File: src/sv/m3i_pkg.sv
package m3i_pkg;

    localparam int unsigned FRAC_BITS_DEF = 16;
    localparam int unsigned ENT_W         = 32;
    localparam int unsigned N_ENT         = 9;
    localparam int unsigned N_ROW         = 3;
    localparam int unsigned CM_W          = 2 * ENT_W;
    localparam int unsigned DM_W          = 3 * ENT_W;
    localparam int unsigned DET_W         = DM_W + 1;
    localparam int unsigned DEN_W         = DM_W + 1;
    localparam int unsigned Q_W           = ENT_W;
    localparam int unsigned Q_DEPTH       = 4;
    localparam int unsigned Q_IDX_W       = $clog2(Q_DEPTH);
    localparam int unsigned Q_CNT_W       = $clog2(Q_DEPTH + 1);

    // cofactor of inverse entry k = m[0]*m[1] - m[2]*m[3] of this row
    localparam int unsigned COF_IDX [N_ENT][4] = '{
        '{4, 8, 7, 5}, '{2, 7, 1, 8}, '{1, 5, 2, 4},
        '{5, 6, 3, 8}, '{0, 8, 2, 6}, '{3, 2, 0, 5},
        '{3, 7, 6, 4}, '{6, 1, 0, 7}, '{0, 4, 3, 1}
    };

    typedef struct packed {
        logic signed [ENT_W-1:0] in_r0c0;
        logic signed [ENT_W-1:0] in_r0c1;
        logic signed [ENT_W-1:0] in_r0c2;
        logic signed [ENT_W-1:0] in_r1c0;
        logic signed [ENT_W-1:0] in_r1c1;
        logic signed [ENT_W-1:0] in_r1c2;
        logic signed [ENT_W-1:0] in_r2c0;
        logic signed [ENT_W-1:0] in_r2c1;
        logic signed [ENT_W-1:0] in_r2c2;
    } in_t;

    typedef struct packed {
        logic signed [ENT_W-1:0] out_r0c0;
        logic signed [ENT_W-1:0] out_r0c1;
        logic signed [ENT_W-1:0] out_r0c2;
        logic signed [ENT_W-1:0] out_r1c0;
        logic signed [ENT_W-1:0] out_r1c1;
        logic signed [ENT_W-1:0] out_r1c2;
        logic signed [ENT_W-1:0] out_r2c0;
        logic signed [ENT_W-1:0] out_r2c1;
        logic signed [ENT_W-1:0] out_r2c2;
        logic                    singular;
        logic                    saturated;
    } out_t;

    typedef struct packed {
        logic                             singular;
        logic [DM_W-1:0]                  dmag;
        logic [N_ENT-1:0]                 neg;
        logic [N_ENT-1:0][CM_W-1:0]       cmag;
    } work_t;

endpackage

File: src/sv/m3i_queue.sv
module m3i_queue (
    input  logic            clk,
    input  logic            rst_n,
    input  logic            push,
    input  m3i_pkg::work_t  wdata,
    output logic            full,
    input  logic            pop,
    output logic            empty,
    output m3i_pkg::work_t  rdata
);
    import m3i_pkg::*;

    work_t                 mem [Q_DEPTH];
    logic [Q_IDX_W-1:0]    wr_ptr_reg;
    logic [Q_IDX_W-1:0]    wr_ptr_next;
    logic [Q_IDX_W-1:0]    rd_ptr_reg;
    logic [Q_IDX_W-1:0]    rd_ptr_next;
    logic [Q_CNT_W-1:0]    cnt_reg;
    logic [Q_CNT_W-1:0]    cnt_next;

    assign full  = (cnt_reg == Q_CNT_W'(Q_DEPTH));
    assign empty = (cnt_reg == '0);
    assign rdata = mem[rd_ptr_reg];

    always_comb
    begin
        wr_ptr_next = wr_ptr_reg;
        rd_ptr_next = rd_ptr_reg;
        cnt_next    = cnt_reg;
        if (push)
        begin
            wr_ptr_next = (wr_ptr_reg == Q_IDX_W'(Q_DEPTH - 1)) ? '0 : wr_ptr_reg + 1'b1;
        end
        if (pop)
        begin
            rd_ptr_next = (rd_ptr_reg == Q_IDX_W'(Q_DEPTH - 1)) ? '0 : rd_ptr_reg + 1'b1;
        end
        if (push && !pop)
        begin
            cnt_next = cnt_reg + 1'b1;
        end
        else if (pop && !push)
        begin
            cnt_next = cnt_reg - 1'b1;
        end
    end

    always_ff @(posedge clk or negedge rst_n)
    begin
        if (!rst_n)
        begin
            wr_ptr_reg <= '0;
            rd_ptr_reg <= '0;
            cnt_reg    <= '0;
        end
        else
        begin
            wr_ptr_reg <= wr_ptr_next;
            rd_ptr_reg <= rd_ptr_next;
            cnt_reg    <= cnt_next;
        end
    end

    always_ff @(posedge clk)
    begin
        if (push)
        begin
            mem[wr_ptr_reg] <= wdata;
        end
    end

endmodule

File: config.mk
export PLATFORM = sky130hd
export DESIGN_NAME = m3i_queue
export DESIGN_NICKNAME = d
export VERILOG_FILES = /design/src/sv/m3i_pkg.sv /design/src/sv/m3i_queue.sv
export SDC_FILE = /design/constraint.sdc
export NUM_CORES = 2
export LEC_CHECK = 0
export BUFFER_PORTS_ARGS = -buffer_cell sky130_fd_sc_hd__clkbuf_2
export CAP_MARGIN = 0
export CORE_AREA = 2 2 533 535
export CTS_CLUSTER_DIAMETER = 50
export DETAILED_ROUTE_END_ITERATION = 8
export DIE_AREA = 0 0 535 537
export GPL_TIMING_DRIVEN = 0
export PLACE_DENSITY_LB_ADDON = 0.2
export SLEW_MARGIN = 40
export SYNTH_ARGS = -nofsm -noshare
export SYNTH_HDL_FRONTEND = slang
export SYNTH_SLANG_ARGS = --single-unit
export TNS_END_PERCENT = 30
File: constraint.sdc
create_clock -name clk -period 33.2 [get_ports clk]
set_input_delay 1.66 -clock clk [delete_from_list [all_inputs] [get_ports clk]]
set_output_delay 1.66 -clock clk [all_outputs]
set_load 0.005 [all_outputs]
==> results by group <==
Clock network
  • Post_cts resized: 0
  • Num CTS Buffers: 327
  • Hold-fix buffers, CTS: 0
  • Postcts setup bufs: 0
  • H-tree levels: 5
  • Root Driver: clkbuf_16
  • Clock Path Buffers: 4
  • CTS clk-pin slew, worst paths: 0.06 ns
  • Clock Latency Late Sink: 0.90 ns
  • Clock sink count: 2735
  • CTS tree: built

Global route
  • Initial antenna violation count: ~150
  • Gr usage total: 19.0%
  • First-pass GRT wire length: between 300 and 400 mm
  • Grt total ovfl: 0
  • Vias in the first global route: ~50000
  • Largest net degree at the start of global routing: 34

Floorplan
  • Die width: around 540 µm
  • Core area: around 280000 µm²
  • Die Y: about 540 µm
  • Starting density of the core: 35.4%
  • Ports: 1370
  • DIE AREA: 287000 µm²
  • FP Rows: 195

Placement
  • Placer Congestion: 0.779
  • Final HPWL DP: 204 mm
  • Pre-CTS WS: around 29 ns
  • Cell Area, Placed: 113000 µm²
  • PortBufs: roughly 1400

Worst setup path
  • CP Class: reg2out
  • CP Max Fanout: 11
  • Worst EP required: 31.54 ns
  • Endpoint class of the critical path: output port
  • Data arrival, critical path: 3.58 ns
  • Startpoint Class: flip-flop

STA
  • Achievable frequency: 191 MHz
  • Slew of the pin with the lowest slew margin: 0.757 ns
  • Min cycle time layout: about 5.2 ns
  • RSZ-0062 raised after global routing: no
  • Final setup vio count: 0
  • Hold Fails Final Rpt: 0
  • PnR worst setup slack: approximately 28 ns
  • Max Slew Vio Count: 0
  • Fin crit share: 15.8%
  • Max_slew headroom: 49.5%
  • Clock skew: 0.0490 ns

Synth
  • Synth Area in Adders: 0.0956%
  • Main combinational cell family by area after synthesis: multiplexers
  • Sequential share of the synthesized area: 82.5%
  • Mapped Cells: 3599
  • Number of synthesized register bits: 2735
  • Cell Area, Synth: 99500 µm²
  • Post-Synth Simple-Gate Area: 0.0566%
  • Yosys warns: 0
  • Multiplexer area fraction after synthesis: 16.0%
  • Synth Net Count: around 4300
  • Netlist cell types: 21
  • Xor-xnor portion of the synthesized cell area: 0.0264%
  • Synthesized-area fraction occupied by ao, oa, aoi and oai cells: less than 1%
  • Syn avg cell area: 27.6 µm²

Flow run
  • Max Cap Viol: 0

Routing
  • Post-Route WL: 279 mm
  • WL per Instance: 29.5 µm
  • Via Count: 46901
  • Drt drc: 0
  • 1st-pass router iterations: 5
  • Vias per cell: 4.96
  • Post-DRT Antenna Nets: 0
  • 1st-iter DRT viols: 3475

Power and ir drop
  • P per Cell Area: 91.0 nW/µm²
  • Total Power: around 0.011 W
  • Worst vdd ir: 0.0000550 V
  • Lkg Pwr: 42.6 nW

Run status
  • Outcome: completed

Cells and area
  • Most common cell after layout, fill and taps aside: edfxtp_1
  • Register area: 82100 µm²
  • Number of flip-flops in the largest register: 2728
  • Fin nets: 6094
  • Synth-to-layout area growth: 24.5%
  • Fin area: 124000 µm²
  • Fillcell total: around 24000
  • Layout cell share with drive strength beyond 1: 47.0%
  • Area of the multi-input gates: 16100 µm²
  • Most frequent cells in the layout: edfxtp_1 (2728), clkbuf_2 (1373), mux4_2 (542)

Hold path
  • Hold crit path type: reg2reg
==> cell usage after synthesis <==
| library cell | instances | area share [%] |
|---|---|---|
| buf_8 | 7 | 0.11 |
| xor2_1 | 2 | 0.018 |
| xnor2_1 | 1 | 0.0088 |
| nor2_1 | 3 | 0.011 |
| fa_1 | 1 | 0.020 |
| mux2_2 | 3 | 0.034 |
| buf_6 | 67 | 0.76 |
| nor3_1 | 1 | 0.0050 |
| mux4_1 | 140 | 3.7 |
| and2_1 | 4 | 0.025 |
| mux4_2 | 542 | 12 |
| buf_4 | 1 | 0.0076 |
| nor3b_1 | 1 | 0.0076 |
| nand2_1 | 2 | 0.0076 |
| ha_1 | 6 | 0.075 |
| inv_1 | 4 | 0.015 |
| dfrtp_1 | 7 | 0.18 |
| buf_2 | 70 | 0.35 |
| o21ai_0 | 2 | 0.010 |
| edfxtp_1 | 2728 | 82 |
| clkbuf_1 | 7 | 0.026 |
==> logic make-up after synthesis <==
logic type               after synthesis
XOR/XNOR                               3
AND/OR/NAND/NOR                       11
AO/OA/AOI/OAI                          2
buffers and inverters                156
flip-flops                          2735
adder cells (fa/ha/maj)                7
multiplexers                         685
==> per-stage QoR <==
stage	setup TNS, ns	std cells	utilization [%]	hold WS [ns]
after floorplan	0	3599	-	0.456
after global placement	-786.74	8711	39.5	0.471
after detailed placement	0	8815	40.2	0.474
after CTS	0	9406	44.0	0.484
after global routing	0	9418	44.0	0.509
final	0	9458	44.0	0.485
==> path summary, 6_finish.rpt <==
kind                                            from                   endpoint  slack (ns)  cells after the start
setup / recovery           rd_ptr_reg[1]$_DFFE_PN0P_                 rdata[135]       27.96                      5
hold / removal                cnt_reg[2]$_DFFE_PN0P_     cnt_reg[2]$_DFFE_PN0P_        0.49                      1
setup reg to reg           wr_ptr_reg[0]$_DFFE_PN0P_      mem[0][390]$_DFFE_PP_       29.95                     10
hold reg to reg               cnt_reg[2]$_DFFE_PN0P_     cnt_reg[2]$_DFFE_PN0P_        0.49                      1
max in group asynchronous                      rst_n  rd_ptr_reg[1]$_DFFE_PN0P_       32.41                      1
min in group asynchronous                      rst_n     cnt_reg[1]$_DFFE_PN0P_        0.60                      1
==> critical path: stages, from the launching register on <==
cell and delay, ns:
dfrtp_1 0.34, buf_2 0.55, clkbuf_2 0.58, buf_2 0.56
mux4_2 0.39, clkbuf_2 0.19
==> where the power goes <==
| part | switching [W] | internal (W) |
|---|---|---|
| combinational | 0.00188 | 0.00141 |
| sequential | 0.0000950 | 0.00441 |
| clock | 0.00144 | 0.00203 |
==> cell type report <==
type	count	share of cell area, %
Timing Repair Buffer	1473	7.25
Sequential cell	2735	66.3
Tap cell	3743	3.78
Inverter	4	0.0121
Clock inverter	203	1.68
Multi-Input combinational cell	708	13.0
Buffer	152	1.01
Antenna cell	52	0.105
Clock buffer	388	6.85
==> layer usage <==
layer / share of wire, % / track usage [%]
met1: 35 / 21.1
met2: 49 / 31.7
met3: 12 / 9.47
met4: 3.4 / 6.34
met5: 0.26 / 0
No activity file was read; power rests on OpenSTA's default activity.
